==> config.mk <==
export PLATFORM = sky130hd
export DESIGN_NAME = bpb_pht
export DESIGN_NICKNAME = d
export VERILOG_FILES = /design/src/hdl/bpb_pht.sv
export SDC_FILE = /design/constraint.sdc
export NUM_CORES = 1
export LEC_CHECK = 0
export ABC_AREA = 1
export BUFFER_PORTS_ARGS = -buffer_cell sky130_fd_sc_hd__buf_2
export CORE_MARGIN = 5
export CORE_UTILIZATION = 39
export DETAILED_ROUTE_END_ITERATION = 12
export PLACE_DENSITY = 0.55
export SLEW_MARGIN = 30
export SYNTH_ARGS = -nofsm -noshare
export SYNTH_HDL_FRONTEND = slang
export SYNTH_SLANG_ARGS = --single-unit
==> constraint.sdc <==
create_clock -name clk -period 2.07 [get_ports clk]
set_clock_uncertainty 0.05 [all_clocks]
set_input_delay 0.207 -clock clk [delete_from_list [all_inputs] [get_ports clk]]
set_output_delay 0.207 -clock clk [all_outputs]
set_load 0.02 [all_outputs]
==> src/hdl/bpb_pht.sv <==
module bpb_pht #(
    parameter int ENTRIES = 256,
    parameter int IW      = 8
) (
    input  logic          clk,
    input  logic          rd_en,
    input  logic [IW-1:0] rd_addr,
    output logic [1:0]    rd_data,
    input  logic          wr_en,
    input  logic [IW-1:0] wr_addr,
    input  logic [1:0]    wr_data
);
    logic [1:0] mem [ENTRIES];
    logic [1:0] rd_data_reg;

    always_ff @(posedge clk)
    begin
        if (wr_en)
        begin
            mem[wr_addr] <= wr_data;
        end
        if (rd_en)
        begin
            rd_data_reg <= mem[rd_addr];
        end
    end

    assign rd_data = rd_data_reg;
endmodule

==> results.ini <==
[critical_path]
cp.arrival_ns=2.00
cp-end-kind=flop
crit_path_top_delay_cell=edfxtp_1
crit_required_ns=2.39
cp_max_fo=1
crit_type=reg2reg
cp-start-kind=flop
crit_chain=nand2_1, nand3_1, nand3_1, nand3_1, nand3_1, nand2_1, nand2_1, nand3_1, nand3_1, nand2_1
crit_path_frequent_cell=nand3_1
critPathMaxStageDelay_ns=0.38

[cells_and_area]
nets=2103
drive_gt1_share_pct=8.898
largest_register_ffs=512
fin_cells=2881
fillers=5272
syn_to_final_growth_pct=13.71

[logic_synthesis]
yosysTopAreaCell=edfxtp_1
ys_ff_latch=514
yosys_warnings=0
synthFlopType=edfxtp_1
synth.avg_cell_area_um2=10.78
synth_cells=2055
synth_compound_area_share_pct=0
seq_area_frac_synth_pct=69.69
synthSimpleGateAreaFrac_pct=25.83
syn_nets=2076
synth_top_area_share_pct=69.69
synth_commonest_cells=581 x nand2_1, 514 x edfxtp_1, 495 x nand3_1
synthArstFlopShare_pct=0
synth_area_leaders=edfxtp_1 70%, nand3_1 11%, nand2_1 9.8%, nor2_1 4.8%, buf_2 1.2%
yosysUniqueCellTypes=14
synthXorXnorAreaFrac_pct=0
synth_top_family_by_area=simple AND/OR/NAND/NOR gates
syn_area_um2=22150
synthAdderAreaFrac_pct=0
synth.most_common_cell=nand2_1
muxShareOfSynthArea_pct=0
synth_edf_count=514

[clocking]
clk_latency_ns=0.62
path_clk_slew_ns=0.06
cts_made_buffers=54
clockBufferDepth=3
ctsResizeCount=0
cts_tree=built
htree_levels=2
cts_root_buffer=clkbuf_16
clkSinkCount=514

[grt]
grtUsageTotal_pct=19.43
grt_pass1_wl_um=90690
grt_max_degree=104
grt_pass1_vias=14910
antenna_found_initial=2
overflow=0

[sta]
rsz0062_at_grt=no
finalHoldViolCount=0
relSlewSlack_pct=62.17
final.setup.tns_ns=0
post-route-min-period_ns=1.677
fin_crit_sh_pct=81.04
tightestPinTransition_ns=0.5675
maxSlewViolCount=0
setup_viol=0
fmax_mhz=596.1

[route]
drc=0
drt_iter0_drc=1497
drtPass1Iterations=5
dr_total_vias=15230
vias_per_cell=5.285
wl_per_cell_um=20.82
wirelength_um=59980
ant_nets=0

[status]
outcome=finished, final reports clean

[die]
top_level_ports=23
die_y_um=248.3
core_um2=56280
num_rows=87
initial_core_util_pct=39.35
dieArea_um2=61650
fp.dieW_um=248.3

[power_and_ir_drop]
leakagePower_nw=8.694
p_total_mw=22.32
irDropWorstVdd_uv=586.8
p_per_area_nw_per_um2=886.5

[job]
max-cap-violations=0

[hold_path]
hold_path.class=in2reg

[placed_design]
gp_congestion=0.8273
dp_cells=2778
hpwl_um=35750
numPortBuffers=22

-- report_power, final --
| group | total [mW] | switching (mW) | internal [mW] |
|---|---|---|---|
| registers | 11.5 | 0.00830 | 11.5 |
| logic | 1.48 | 1.04 | 0.440 |
| clock network | 9.36 | 4.01 | 5.35 |
-- cells in the final DEF, fill, tap and decap left out, drive strengths merged --
cell type,instances
edfxtp,514
nand2,581
clkinv,26
dlygate4sd3,4
bufinv,4
clkinvlp,4
nand3,495
nor2,283
buf,109
diode,1
inv,42
clkbuf,62
-- layout make-up --
type | instances | area [um^2] | area share (%)
clock buffer | 61 | 1399 | 5.555
multi-input combinational | 1359 | 5720 | 22.72
clock inverter | 37 | 301.5 | 1.197
tap | 756 | 945.9 | 3.756
timing repair buffer | 114 | 1222 | 4.854
antenna | 1 | 2.502 | 0.009937
sequential | 514 | 15430 | 61.29
inverter | 39 | 156.4 | 0.6211
-- kinds of logic after synthesis --
logic type    count (synthesis)
simple gates               1359
flops                       514
buf+inv                     182
-- path summary, 6_finish.rpt --
path	start	end	slack (ns)	cells past startpoint
setup reg to reg	mem[151][0]	rd_data[0]	0.39	10
hold / removal	wr_data[0]	mem[206][0]	0.04	1
hold reg to reg	mem[246][1]	rd_data[1]	0.96	10
setup / recovery	mem[151][0]	rd_data[0]	0.39	10
-- critical path: cells and delay by family (launching register included) --
kind | cells | cell delay [ns]
and+or+nand+nor | 10 | 1.03
DFF | 1 | 0.38
-- per-stage QoR --
| step | instance area [um^2] | utilization, % | hold WS, ns | worst slack, ns |
|---|---|---|---|---|
| final | 25180 | 44.75 | 0.03930 | 0.3926 |
| after global routing | 25180 | 44.74 | 0.04155 | 0.3411 |
| after floorplan | 22150 | - | 0.2559 | 0.5555 |
| after CTS | 25180 | 44.74 | 0.02493 | 0.3954 |
| after global placement | 23440 | 41.65 | 0.4168 | 0.03000 |
| after detailed placement | 23440 | 41.65 | 0.4229 | 0.02920 |
-- metal layers --
metal / global-route usage (%) / part of all wire (%)
met5: 0 / 0.022
met4: 5.485 / 2.6
met3: 3.197 / 6.7
met2: 32.69 / 48
met1: 26.32 / 42
-- repair_timing --
item                                    4_1_cts  5_1_grt
endpoints found under the setup margin        0        0
endpoints found under the hold margin        24        0
buffers inserted                              0        0
hold buffers                                  4        0
No activity file was read; power rests on OpenSTA's default activity.
